File: src/hdl/svf_pkg.sv
// ---------------------------------------------------------------------------
// svf_pkg
// types, codes and constants shared by the state variable filter modules
// ---------------------------------------------------------------------------
package svf_pkg;

    localparam int WIDE_W    = 64;
    localparam int MAG_W     = 62;
    localparam int HALF_W    = 31;
    localparam int CFG_W     = 25;
    localparam int CFG_IDX_W = 3;

    localparam logic signed [WIDE_W-1:0] WIDE_LIM = 64'sh2000_0000_0000_0000;

    // register indexes
    localparam logic [CFG_IDX_W-1:0] CFG_MODE  = 3'd0;
    localparam logic [CFG_IDX_W-1:0] CFG_GAIN  = 3'd1;
    localparam logic [CFG_IDX_W-1:0] CFG_DAMP  = 3'd2;
    localparam logic [CFG_IDX_W-1:0] CFG_FBACK = 3'd3;
    localparam logic [CFG_IDX_W-1:0] CFG_DRIVE = 3'd4;
    localparam logic [CFG_IDX_W-1:0] CFG_LEVEL = 3'd5;

    // filter modes
    localparam logic [2:0] MODE_LP   = 3'd0;
    localparam logic [2:0] MODE_HP   = 3'd1;
    localparam logic [2:0] MODE_BP   = 3'd2;
    localparam logic [2:0] MODE_PEAK = 3'd3;
    localparam logic [2:0] MODE_BR   = 3'd4;
    localparam logic [2:0] MODE_BYP  = 3'd5;

    // register reset values
    localparam logic [23:0] RST_GAIN  = 24'd27146;
    localparam logic [23:0] RST_DAMP  = 24'd92682;
    localparam logic [24:0] RST_FBACK = 25'd9546494;
    localparam logic [17:0] RST_DRIVE = 18'd0;
    localparam logic [17:0] RST_LEVEL = 18'd65536;

    // datapath operations
    localparam logic [3:0] OP_NONE  = 4'd0;
    localparam logic [3:0] OP_LOAD  = 4'd1;
    localparam logic [3:0] OP_BYP   = 4'd2;
    localparam logic [3:0] OP_YH    = 4'd3;
    localparam logic [3:0] OP_YHF   = 4'd4;
    localparam logic [3:0] OP_YB    = 4'd5;
    localparam logic [3:0] OP_S1    = 4'd6;
    localparam logic [3:0] OP_YL    = 4'd7;
    localparam logic [3:0] OP_S2    = 4'd8;
    localparam logic [3:0] OP_MIX   = 4'd9;
    localparam logic [3:0] OP_MIXM  = 4'd10;
    localparam logic [3:0] OP_CLAMP = 4'd11;
    localparam logic [3:0] OP_XX    = 4'd12;
    localparam logic [3:0] OP_NUM   = 4'd13;
    localparam logic [3:0] OP_DIV   = 4'd14;
    localparam logic [3:0] OP_SHP   = 4'd15;

    // multiplier operand selects
    localparam logic [2:0] A_S1  = 3'd0;
    localparam logic [2:0] A_YH  = 3'd1;
    localparam logic [2:0] A_YB  = 3'd2;
    localparam logic [2:0] A_MIX = 3'd3;
    localparam logic [2:0] A_AX  = 3'd4;
    localparam logic [2:0] A_T   = 3'd5;

    localparam logic [2:0] B_RG  = 3'd0;
    localparam logic [2:0] B_H   = 3'd1;
    localparam logic [2:0] B_G   = 3'd2;
    localparam logic [2:0] B_R2  = 3'd3;
    localparam logic [2:0] B_DRV = 3'd4;
    localparam logic [2:0] B_AX  = 3'd5;
    localparam logic [2:0] B_LVL = 3'd6;

    localparam logic [1:0] SH_16   = 2'd0;
    localparam logic [1:0] SH_24   = 2'd1;
    localparam logic [1:0] SH_FRAC = 2'd2;

    typedef struct packed {
        logic       mul_en;
        logic [1:0] mphase;
        logic [2:0] a_sel;
        logic [2:0] b_sel;
        logic [1:0] sh_sel;
        logic [3:0] op;
        logic       div_first;
        logic       out_write;
    } cmd_t;

    typedef struct packed {
        logic bypass;
        logic peak;
        logic out_busy;
    } status_t;

    function automatic logic signed [WIDE_W-1:0] sat_wide(input logic signed [WIDE_W-1:0] v);
        logic signed [WIDE_W-1:0] r;
        r = v;
        if (v > WIDE_LIM)
            r = WIDE_LIM;
        else if (v < -WIDE_LIM)
            r = -WIDE_LIM;
        return r;
    endfunction

endpackage

File: src/hdl/svf_ctrl.sv
// ---------------------------------------------------------------------------
// svf_ctrl
// sequencer: steps the shared multiplier, the adders and the divider
// ---------------------------------------------------------------------------
module svf_ctrl #(
    parameter int SAMPLE_BITS = 24
) (
    input  logic             clk,
    input  logic             rst_n,
    input  logic             in_valid,
    output logic             in_ready,
    input  svf_pkg::status_t status,
    output svf_pkg::cmd_t    cmd
);
    import svf_pkg::*;

    localparam int FRAC = SAMPLE_BITS - 2;
    localparam int CW   = $clog2(FRAC + 1);
    localparam logic [CW-1:0] DIV_LAST = CW'(FRAC);
    localparam logic [CW-1:0] MUL_LAST = CW'(3);

    localparam logic [4:0] ST_IDLE  = 5'd0;
    localparam logic [4:0] ST_BYP   = 5'd1;
    localparam logic [4:0] ST_M1    = 5'd2;
    localparam logic [4:0] ST_YH    = 5'd3;
    localparam logic [4:0] ST_M2    = 5'd4;
    localparam logic [4:0] ST_YHF   = 5'd5;
    localparam logic [4:0] ST_M3    = 5'd6;
    localparam logic [4:0] ST_YB    = 5'd7;
    localparam logic [4:0] ST_S1    = 5'd8;
    localparam logic [4:0] ST_M4    = 5'd9;
    localparam logic [4:0] ST_YL    = 5'd10;
    localparam logic [4:0] ST_S2    = 5'd11;
    localparam logic [4:0] ST_MIX   = 5'd12;
    localparam logic [4:0] ST_M5    = 5'd13;
    localparam logic [4:0] ST_MIXM  = 5'd14;
    localparam logic [4:0] ST_M6    = 5'd15;
    localparam logic [4:0] ST_CLAMP = 5'd16;
    localparam logic [4:0] ST_M7    = 5'd17;
    localparam logic [4:0] ST_XX    = 5'd18;
    localparam logic [4:0] ST_M8    = 5'd19;
    localparam logic [4:0] ST_NUM   = 5'd20;
    localparam logic [4:0] ST_DIV   = 5'd21;
    localparam logic [4:0] ST_SHP   = 5'd22;
    localparam logic [4:0] ST_M9    = 5'd23;
    localparam logic [4:0] ST_OUT   = 5'd24;

    logic [4:0]    state_reg, state_next;
    logic [CW-1:0] cnt_reg, cnt_next;
    logic [4:0]    mul_dest;

    always_comb
    begin
        cmd        = '0;
        cmd.mphase = cnt_reg[1:0];
        state_next = state_reg;
        cnt_next   = cnt_reg;
        mul_dest   = ST_IDLE;
        in_ready   = 1'b0;
        case (state_reg)
            ST_IDLE:
            begin
                in_ready = 1'b1;
                if (in_valid)
                begin
                    cmd.op     = OP_LOAD;
                    state_next = status.bypass ? ST_BYP : ST_M1;
                end
            end
            ST_BYP:
            begin
                if (!status.out_busy)
                begin
                    cmd.op        = OP_BYP;
                    cmd.out_write = 1'b1;
                    state_next    = ST_IDLE;
                end
            end
            ST_M1:
            begin
                cmd.mul_en = 1'b1; cmd.a_sel = A_S1; cmd.b_sel = B_RG;
                cmd.sh_sel = SH_16; mul_dest = ST_YH;
            end
            ST_YH:    begin cmd.op = OP_YH; state_next = ST_M2; end
            ST_M2:
            begin
                cmd.mul_en = 1'b1; cmd.a_sel = A_YH; cmd.b_sel = B_H;
                cmd.sh_sel = SH_24; mul_dest = ST_YHF;
            end
            ST_YHF:   begin cmd.op = OP_YHF; state_next = ST_M3; end
            ST_M3:
            begin
                cmd.mul_en = 1'b1; cmd.a_sel = A_YH; cmd.b_sel = B_G;
                cmd.sh_sel = SH_16; mul_dest = ST_YB;
            end
            ST_YB:    begin cmd.op = OP_YB; state_next = ST_S1; end
            ST_S1:    begin cmd.op = OP_S1; state_next = ST_M4; end
            ST_M4:
            begin
                cmd.mul_en = 1'b1; cmd.a_sel = A_YB; cmd.b_sel = B_G;
                cmd.sh_sel = SH_16; mul_dest = ST_YL;
            end
            ST_YL:    begin cmd.op = OP_YL; state_next = ST_S2; end
            ST_S2:    begin cmd.op = OP_S2; state_next = ST_MIX; end
            ST_MIX:
            begin
                cmd.op     = OP_MIX;
                state_next = status.peak ? ST_M5 : ST_M6;
            end
            ST_M5:
            begin
                cmd.mul_en = 1'b1; cmd.a_sel = A_YB; cmd.b_sel = B_R2;
                cmd.sh_sel = SH_16; mul_dest = ST_MIXM;
            end
            ST_MIXM:  begin cmd.op = OP_MIXM; state_next = ST_M6; end
            ST_M6:
            begin
                cmd.mul_en = 1'b1; cmd.a_sel = A_MIX; cmd.b_sel = B_DRV;
                cmd.sh_sel = SH_16; mul_dest = ST_CLAMP;
            end
            ST_CLAMP: begin cmd.op = OP_CLAMP; state_next = ST_M7; end
            ST_M7:
            begin
                cmd.mul_en = 1'b1; cmd.a_sel = A_AX; cmd.b_sel = B_AX;
                cmd.sh_sel = SH_FRAC; mul_dest = ST_XX;
            end
            ST_XX:    begin cmd.op = OP_XX; state_next = ST_M8; end
            ST_M8:
            begin
                cmd.mul_en = 1'b1; cmd.a_sel = A_T; cmd.b_sel = B_AX;
                cmd.sh_sel = SH_FRAC; mul_dest = ST_NUM;
            end
            ST_NUM:   begin cmd.op = OP_NUM; state_next = ST_DIV; cnt_next = '0; end
            ST_DIV:
            begin
                // integer bit first, then one fraction bit a cycle
                cmd.op        = OP_DIV;
                cmd.div_first = (cnt_reg == '0);
                if (cnt_reg == DIV_LAST)
                begin
                    cnt_next   = '0;
                    state_next = ST_SHP;
                end
                else
                    cnt_next = cnt_reg + 1'b1;
            end
            ST_SHP:   begin cmd.op = OP_SHP; state_next = ST_M9; end
            ST_M9:
            begin
                cmd.mul_en = 1'b1; cmd.a_sel = A_MIX; cmd.b_sel = B_LVL;
                cmd.sh_sel = SH_16; mul_dest = ST_OUT;
            end
            ST_OUT:
            begin
                if (!status.out_busy)
                begin
                    cmd.out_write = 1'b1;
                    state_next    = ST_IDLE;
                end
            end
            default:  state_next = ST_IDLE;
        endcase

        // a multiply steps through operands, low half, high half and round, then moves on
        if (cmd.mul_en)
        begin
            if (cnt_reg == MUL_LAST)
            begin
                cnt_next   = '0;
                state_next = mul_dest;
            end
            else
                cnt_next = cnt_reg + 1'b1;
        end
    end

    always_ff @(posedge clk or negedge rst_n)
    begin
        if (!rst_n)
        begin
            state_reg <= ST_IDLE;
            cnt_reg   <= '0;
        end
        else
        begin
            state_reg <= state_next;
            cnt_reg   <= cnt_next;
        end
    end

endmodule

File: config.mk
export PLATFORM = sky130hd
export DESIGN_NAME = svf_ctrl
export DESIGN_NICKNAME = d
export VERILOG_FILES = /design/src/hdl/svf_pkg.sv /design/src/hdl/svf_ctrl.sv
export SDC_FILE = /design/constraint.sdc
export NUM_CORES = 1
export LEC_CHECK = 0
export ABC_CLOCK_PERIOD_IN_PS = 4000
export BUFFER_PORTS_ARGS = -buffer_cell sky130_fd_sc_hd__buf_2
export CAP_MARGIN = 20
export CORE_ASPECT_RATIO = 1.2
export CORE_MARGIN = 5
export CORE_UTILIZATION = 45
export CTS_CLUSTER_SIZE = 12
export DETAILED_ROUTE_END_ITERATION = 7
export GPL_ROUTABILITY_DRIVEN = 0
export PLACE_DENSITY = 0.67
export REMOVE_ABC_BUFFERS = 1
export SLEW_MARGIN = 20
export SYNTH_ARGS = -nofsm -noshare
export SYNTH_HDL_FRONTEND = slang
export SYNTH_SLANG_ARGS = --single-unit
File: constraint.sdc
create_clock -name clk -period 4 [get_ports clk]
set_clock_uncertainty 0.1 [all_clocks]
set_input_delay 0.8 -clock clk [delete_from_list [all_inputs] [get_ports clk]]
set_output_delay 0.8 -clock clk [all_outputs]
set_load 0.1 [all_outputs]
Yosys cells after proc, flatten, opt, wreduce, memory -nomap -nowiden. Cells that the tools add are included.

Latch bits: 0. Output and inout bits: 18. Register bits after elaboration: 10. Memories: 0. Memory bits (read-only): 0. RAM bits: 0. Word-level logic and storage cells: 56.

Bitwise gates (word level): 0. Multiplexer cells: 22. $lt $le $gt $ge: 0. Add/subtract/negate cells: 1. Reductions and logical operators: 5. Eq/ne operators: 26. Shift-type cells: 0. $mul: 0. Div/mod/pow operators: 0.

Operator list (count): 5-bit case mux with 16 select lines (1); 8-bit case mux with 8 select lines (1); 4-bit case mux with 15 select lines (1); 5-bit equality test (second input constant) (10); 5-bit case mux with 9 select lines (1); 5-bit by 4-bit equality test with 1-bit output (second input constant) (8); 5-bit 2-to-1 mux (8); 5-bit by 3-bit equality test with 1-bit output (second input constant) (4); 5-bit by 2-bit equality test with 1-bit output (second input constant) (3); 5-bit zero test (2); 5-bit case mux with 2 select lines (1); 9-bit OR reduction (1); 1-bit 2-to-1 mux (6); 2-bit 2-to-1 mux (3); 5-bit by 1-bit adder with 5-bit output (second input constant) (1); 5-bit by 1-bit equality test with 1-bit output (second input constant) (1); 3-bit nonzero test (1); 2-bit OR reduction (1).

Longest topological paths before layout. Gate-level depths: netlist of the first run.

Depth after elaboration: 5. Mapped depth: 7. Depth with buffers taken out: 7.

Worst setup path after synthesis of the first run. No wires, ideal clock.

Path type: reg2out. Start point: reg state_reg[0]. End point: out cmd[8] (netlist bit). Path buffers: 2. Data required time: 3100 ps. Stages on the path, launching flop included: 5. Setup slack: -1361 ps. Arrival time: 4461 ps. Cells stage by stage: dfrtp_1 > buf_2 > buf_2 > nor4_1 > a21o_1.

RTL lines: start, declared (RTL line svf_ctrl.sv:48) `logic [4:0] state_reg, state_next;`; start signal, assigned (RTL line svf_ctrl.sv:186) `state_reg <= state_next;`; end, declared (RTL line svf_ctrl.sv:13) `output svf_pkg::cmd_t cmd`.

==> results of run 1 <==
## cell families (layout without fill, tap and decap cells)
group,after synthesis,in the layout,share of synthesized area
adder cells (fa/ha/maj),3,3,0.0319
flip-flops,10,10,0.212
XOR/XNOR,3,3,0.0223
multiplexers,1,1,0.00849
AO/OA/AOI/OAI,56,56,0.320
AND/OR/NAND/NOR,69,69,0.308
buffers and inverters,22,36,0.0977
## metal layers
| layer | wire (um) | global-route usage | vias to the layer above |
|---|---|---|---|
| met2 | 1540 | 0.296 | 69 |
| li1 | - | - | 617 |
| met3 | 219 | 0.0195 | 6 |
| met4 | 74 | 0.0861 | 0 |
| met5 | 0 | 0 | - |
| met1 | 1340 | 0.233 | 597 |
## final cells by class
cell class                 instances  share of cell area
clock buffer                       4              0.0280
multi-input combinational        132               0.629
inverter                           8              0.0232
timing repair buffer              24              0.0948
tap                               33              0.0319
sequential                        10               0.193
## cell usage in the layout, fill, tap and decap left out, types with 3 or more instances in the layout
cell type,Yosys,layout
o22a_1,3,3
nand2b_1,4,4
inv_1,8,8
a21oi_1,15,15
nand2_1,19,19
a211oi_1,3,3
and3_1,3,3
buf_2,7,23
dfrtp_1,10,10
ha_1,3,3
clkbuf_4,0,3
o21ai_0,14,14
nand3_1,5,5
nor2_1,16,16
nor3_1,4,4
## worst max path at each step
stage | startpoint | to | slack (ns) | cells after the start
after CTS | state_reg[4] | cmd[4] | 0.84 | 5
after global placement | state_reg[4] | cmd[4] | 1.18 | 5
after global routing | state_reg[1] | cmd[3] | 0.64 | 5
final | state_reg[4] | cmd[4] | 0.82 | 5
after floorplan | state_reg[3] | cmd[8] | -1.32 | 3
after detailed placement | state_reg[4] | cmd[4] | 1.13 | 5
## cells in the mapped netlist, types with 3 or more instances
| library cell | number | share of area |
|---|---|---|
| nand2b_1 | 4 | 0.021 |
| o21ai_0 | 14 | 0.059 |
| dfrtp_1 | 10 | 0.21 |
| nor2_1 | 16 | 0.051 |
| buf_2 | 7 | 0.030 |
| a211oi_1 | 3 | 0.019 |
| nand2_1 | 19 | 0.061 |
| and3_1 | 3 | 0.016 |
| ha_1 | 3 | 0.032 |
| o22a_1 | 3 | 0.022 |
| nor3_1 | 4 | 0.017 |
| nand3_1 | 5 | 0.021 |
| inv_1 | 8 | 0.025 |
| a21oi_1 | 15 | 0.064 |
| buf_4 | 4 | 0.025 |
## stage by stage
| stage | util | setup TNS [ns] | hold WS, ns | setup WS, ns |
|---|---|---|---|---|
| final | 0.512 | 0 | 0.288 | 0.819 |
| after global routing | 0.512 | 0 | 0.290 | 0.641 |
| after global placement | 0.498 | 0 | 0.462 | 1.18 |
| after floorplan | - | -2.66 | 0.404 | -1.32 |
| after detailed placement | 0.498 | 0 | 0.470 | 1.13 |
| after CTS | 0.512 | 0 | 0.290 | 0.840 |
==> qor.csv, run 1 <==
metric,value,unit
Worst-Margin Slew,0.786,ns
number of CTS-inserted buffers,3,
Synth Flop Type,dfrtp_1,
Tmin final,3.18,ns
maximum buffer depth of the clock tree,2,
post_cts resized,0,
clk root buf,clkbuf_4,
CTS tree,done,
H-tree levels,1,
Ports,24,
clk_lat worst skew,0.26,ns
Initial Util,0.466,
RSZ-0062 raised after global routing,no,
"Cell Area, Synth",1180,um2
Max Fclk,314,MHz
Yosys warning total,0,
"Clk pin slew, worst setup/hold paths",0.07,ns
Bufs and invs on worst path,1,
Mapped Cells,164,
critical-path cell list,"nand2_1, a21boi_0, o22a_1, o22ai_1, buf_2",
cell row count,20,
Worst slew margin,0.476,
Crit path max-delay family,flip-flops,
core box area,2530,um2
global-route wire length before repair,5490,um
"flops & latches, synth",10,
DRC Markers,0,
reg2reg path depth,5,
syn_area_per_cell,7.19,um2
Port Buffer Count,23,
r2r startpoint,state_reg[4],
Worst Path Arrival,2.28,ns
Post-synth ARST share,1.00,
worst-path cell with the longest stage delay,dfrtp_1,
Die Span Y,66.1,um
Iteration-0 DRC Markers,45,
endpoints failing hold,0,
CP Capture Type,output port,
largest net degree at the start of global routing,28,
postcts setup bufs,0,
maximum fanout along the worst path,27,
Worst setup SP type,register,
max-slew violation count,0,
1st-pass router iterations,4,
cell area after placement,1260,um2
"Distinct cells, synth",50,
post-DR vias/cell,6.11,
ant diodes,0,
Worst path max stage delay,0.85,ns
Post-DP HPWL,2400,um
"Seq/Total Area, Yosys",0.212,
MaxCap Viol Count,0,
P&R area growth vs syn,9.77,%
DP Cell Count,207,
layout cells sized above 1,0.208,
Total GRT Usage,0.180,
FF-to-FF End,state_reg[3],
CP required,3.10,ns
nets@finish,188,
FF+latch area,250,um2
Routed Antenna Nets,0,
vias in the first global route,1207,
total grt overflow,0,
Via Count,1289,
CTS Hold Bufs,0,
CTS sink count,10,
initial antenna violation count,0,
Avg WL per Cell,15.1,um
die width,56.7,um
ratio of final minimum period to clock period,0.795,
number of flops mapped to enable cells by yosys,0,
DIE AREA,3750,um2
reg2reg setup slack,1.86,ns
Final Setup Violations,0,
fill count,255,
fin cells,211,
status,finished clean,
"wirelength, routed",3180,um
critical path class,register to output port,
Final Cell Area,1290,um2
Hold WC Path Type,primary input to asynchronous set/reset pin,
area of the multi-input gates,813,um2
Power of run 1 is left out: the tool's default activity adds up to more than one toggle a clock period on the data nets, which glitch-free logic cannot reach.
==> inputs of run 2 (changes only) <==
Settings changed: ABC_CLOCK_PERIOD_IN_PS 4000 to 3350.
Clock period 4 ns to 3.35 ns, I/O delays scaled along.
==> run 2 against run 1 <==
Effect of this change: sequential cell count unchanged; final cell count increased by 0.47%; utilization increased by 0.30 points; critical path depth unchanged; largest cell class unchanged; setup slack got worse by 0.57 ns; first-iteration DRC count increased by 53%.
==> qor.csv, run 2 (synthesis results as in run 1) <==
metric,value,unit,change
Avg WL per Cell,15.2,um,was 15.1 um
CTS tree,done,,unchanged
total grt overflow,0,,unchanged
maximum buffer depth of the clock tree,2,,unchanged
Worst slew margin,0.492,,was 0.476
Via Count,1324,,"was 1,289"
clk root buf,clkbuf_4,,unchanged
Tmin final,3.10,ns,
vias in the first global route,1193,,"was 1,207"
MaxCap Viol Count,0,,unchanged
ratio of final minimum period to clock period,0.927,,
Iteration-0 DRC Markers,69,,was 45
P&R area growth vs syn,10.4,%,was 9.77%
"Clk pin slew, worst setup/hold paths",0.07,ns,about the same
cell row count,20,,unchanged
Max Fclk,322,MHz,
Initial Util,0.466,,unchanged
"wirelength, routed",3220,um,was 3180 um
worst-path cell with the longest stage delay,dfrtp_1,,unchanged
Routed Antenna Nets,0,,unchanged
CP Capture Type,output port,,unchanged
Ports,24,,unchanged
most frequent cells in the layout,"buf_2, nand2_1, nor2_1",,unchanged
post_cts resized,0,,unchanged
Die Span Y,66.1,um,unchanged
1st-pass router iterations,5,,was 4
number of CTS-inserted buffers,3,,unchanged
Post-DP HPWL,2400,um,about the same
Hold WC Path Type,primary input to asynchronous set/reset pin,,unchanged
clk_lat worst skew,0.27,ns,was 0.26 ns
initial antenna violation count,0,,unchanged
Crit path max-delay family,flip-flops,,unchanged
endpoints failing hold,0,,unchanged
post-DR vias/cell,6.25,,was 6.11
largest net degree at the start of global routing,28,,unchanged
postcts setup bufs,0,,unchanged
Worst setup SP type,register,,unchanged
Worst Path Arrival,2.33,ns,was 2.28 ns
Bufs and invs on worst path,2,,was 1
area of the multi-input gates,813,um2,unchanged
fill count,260,,was 255
"worst slack, placed",0.562,ns,was 1.13 ns
setup ws final,0.245,ns,was 0.819 ns
RSZ-0062 raised after global routing,no,,unchanged
CTS sink count,10,,unchanged
status,finished clean,,unchanged
CP required,2.58,ns,was 3.10 ns
reg2reg setup slack,1.20,ns,was 1.86 ns
ant diodes,0,,unchanged
CTS Hold Bufs,0,,unchanged
"commonest non-fill, non-tap cell in the layout",buf_2,,unchanged
Worst path max stage delay,0.80,ns,was 0.85 ns
Total GRT Usage,0.185,,was 0.180
global-route wire length before repair,5550,um,was 5490 um
die width,56.7,um,unchanged
critical path class,register to output port,,unchanged
DIE AREA,3750,um2,unchanged
H-tree levels,1,,unchanged
core box area,2530,um2,unchanged
layout cells sized above 1,0.212,,was 0.208
Worst-Margin Slew,0.762,ns,was 0.786 ns
maximum fanout along the worst path,22,,was 27
nets@finish,189,,was 188
DRC Markers,0,,unchanged
critical-path cell list,"inv_1, a211oi_1, a21oi_1, o32ai_1, buf_2",,"was nand2_1, a21boi_0, o22a_1, o22ai_1, buf_2"
max-slew violation count,0,,unchanged
Final Setup Violations,0,,unchanged
Port Buffer Count,23,,unchanged
FF+latch area,250,um2,unchanged
==> run 2: layout make-up <==
class	instances	share of cell area
tap	33	0.0317
inverter	8	0.0231
timing repair buffer	25	0.100
sequential	10	0.192
clock buffer	4	0.0279
multi-input combinational	132	0.625
==> run 2: routing by layer <==
layer	vias to the layer above	routed length, um	part of all wire	track usage
li1	622	-	-	-
met5	-	0	0	0
met3	14	316	0.098	0.0254
met1	592	1310	0.41	0.233
met4	0	72	0.022	0.0920
met2	96	1530	0.47	0.308
==> run 2: path summary, 6_finish.rpt <==
check | start | end | cells past startpoint
setup reg to reg | state_reg[4] | state_reg[1] | 5
max in group asynchronous | rst_n | cnt_reg[3] | 1
setup / recovery | state_reg[1] | cmd[3] | 5
min in group clk | cnt_reg[1] | cnt_reg[1] | 2
hold / removal | rst_n | state_reg[4] | 1
hold reg to reg | cnt_reg[1] | cnt_reg[1] | 2
==> run 2: per-stage QoR <==
stage | hold slack [ns] | TNS [ns] | area (um2) | std cells | util
floorplan | 0.274 | -7.00 | 1090 | 150 | -
global placement | 0.439 | 0 | 1260 | 208 | 0.500
detailed placement | 0.450 | 0 | 1260 | 208 | 0.500
CTS | 0.159 | 0 | 1300 | 212 | 0.515
global route | 0.156 | 0 | 1300 | 212 | 0.515
finish | 0.148 | 0 | 1300 | 212 | 0.515
==> run 2: worst register-to-register path: stages (launching register included) <==
cell and delay (ns):
dfrtp_1 0.84, and2b_1 0.32, nand3_1 0.20, o21ai_2 0.14
a211oi_1 0.27, o22ai_1 0.13
Power of run 2 is left out for the same reason.
==> inputs of run 3 (changes only) <==
Settings changed: CTS_CLUSTER_SIZE 12 to 10, MAX_ROUTING_LAYER set to met4.
==> run 3 against run 2 <==
Effect of this change: non-clock buffer count is the same; global-route usage grew 0.36 points; critical endpoint unchanged; register-to-register slack gained 0.03 ns; critical path type unchanged; first-iteration DRC count shrank 23%; critical path depth is the same; design area is the same.
==> qor.csv, run 3 (synthesis results as in run 1) <==
metric,value,unit,change
initial antenna violation count,0,,unchanged
layout cells sized above 1,0.212,,unchanged
cell area after placement,1260,um2,unchanged
ratio of final minimum period to clock period,0.926,,was 0.927
H-tree levels,1,,unchanged
Tmin final,3.10,ns,about the same
clk_lat worst skew,0.27,ns,about the same
endpoints failing hold,0,,unchanged
fill count,260,,unchanged
Ports,24,,unchanged
maximum fanout along the worst path,22,,unchanged
Worst setup SP type,register,,unchanged
max-slew violation count,0,,unchanged
DIE AREA,3750,um2,unchanged
RSZ-0062 raised after global routing,no,,unchanged
critical path class,register to output port,,unchanged
Hold WC Path Type,primary input to asynchronous set/reset pin,,unchanged
Crit path max-delay family,flip-flops,,unchanged
Routed Antenna Nets,0,,unchanged
"commonest non-fill, non-tap cell in the layout",buf_2,,unchanged
nets@finish,189,,unchanged
Total GRT Usage,0.189,,was 0.185
die width,56.7,um,unchanged
Worst path max stage delay,0.80,ns,about the same
vias in the first global route,1197,,"was 1,193"
Bufs and invs on worst path,2,,unchanged
status,finished clean,,unchanged
1st-pass router iterations,4,,was 5
Worst slew margin,0.489,,was 0.492
Final Setup Violations,0,,unchanged
P&R area growth vs syn,10.4,%,unchanged
Die Span Y,66.1,um,unchanged
Via Count,1292,,"was 1,324"
"wirelength, routed",3190,um,was 3220 um
DRC Markers,0,,unchanged
post-DR vias/cell,6.09,,was 6.25
Worst Path Arrival,2.33,ns,about the same
critical-path cell list,"inv_1, a211oi_1, a21oi_1, o32ai_1, buf_2",,unchanged
DP Cell Count,208,,unchanged
number of CTS-inserted buffers,3,,unchanged
worst-path cell with the longest stage delay,dfrtp_1,,unchanged
Post-DP HPWL,2400,um,unchanged
CTS sink count,10,,unchanged
post_cts resized,0,,unchanged
"Clk pin slew, worst setup/hold paths",0.07,ns,about the same
cell row count,20,,unchanged
MaxCap Viol Count,0,,unchanged
Iteration-0 DRC Markers,53,,was 69
largest net degree at the start of global routing,28,,unchanged
Port Buffer Count,23,,unchanged
total grt overflow,0,,unchanged
postcts setup bufs,0,,unchanged
Max Fclk,322,MHz,about the same
most frequent cells in the layout,"buf_2, nand2_1, nor2_1",,unchanged
Avg WL per Cell,15.0,um,was 15.2 um
ant diodes,0,,unchanged
Worst-Margin Slew,0.767,ns,was 0.762 ns
CTS tree,done,,unchanged
core box area,2530,um2,unchanged
CP required,2.58,ns,about the same
clk root buf,clkbuf_4,,unchanged
global-route wire length before repair,5530,um,was 5550 um
CTS Hold Bufs,0,,unchanged
Initial Util,0.466,,unchanged
CP Capture Type,output port,,unchanged
maximum buffer depth of the clock tree,2,,unchanged
fin cells,212,,unchanged
Final Cell Area,1300,um2,unchanged
run 3: final timing paths:
| check | startpoint | to | slack, ns | cells after the start |
|---|---|---|---|---|
| max reg2reg | state_reg[1] | state_reg[3] | 1.23 | 5 |
| max in group asynchronous | rst_n | cnt_reg[3] | 2.80 | 1 |
| min reg2reg | cnt_reg[1] | cnt_reg[1] | 0.48 | 2 |
| min | rst_n | state_reg[0] | 0.15 | 1 |
| min in group clk | cnt_reg[1] | cnt_reg[1] | 0.48 | 2 |
| max | state_reg[1] | cmd[3] | 0.25 | 5 |
run 3: area by class of cell:
type | instances | area [um2] | share of cell area
Multi-Input combinational cell | 132 | 813 | 0.625
Sequential cell | 10 | 250 | 0.192
Timing Repair Buffer | 25 | 130 | 0.100
Tap cell | 33 | 41.3 | 0.0317
Clock buffer | 4 | 36.3 | 0.0279
Inverter | 8 | 30.0 | 0.0231
run 3: metrics by stage:
| step | worst slack (ns) | TNS [ns] | util | hold slack (ns) |
|---|---|---|---|---|
| 2_1_floorplan | -1.84 | -7.00 | - | 0.274 |
| 4_1_cts | 0.263 | 0 | 0.515 | 0.159 |
| 5_1_grt | 0.122 | 0 | 0.515 | 0.161 |
| 3_5_place_dp | 0.562 | 0 | 0.500 | 0.450 |
| 3_3_place_gp | 0.600 | 0 | 0.500 | 0.439 |
| 6_report | 0.247 | 0 | 0.515 | 0.147 |
run 3: per-layer routing:
layer,GRT usage,up-vias,wire (um)
met4,0.0920,0,43
li1,-,631,-
met3,0.0156,5,250
met5,-,-,0
met2,0.305,66,1560
met1,0.238,590,1330
Power of run 3 is left out for the same reason.
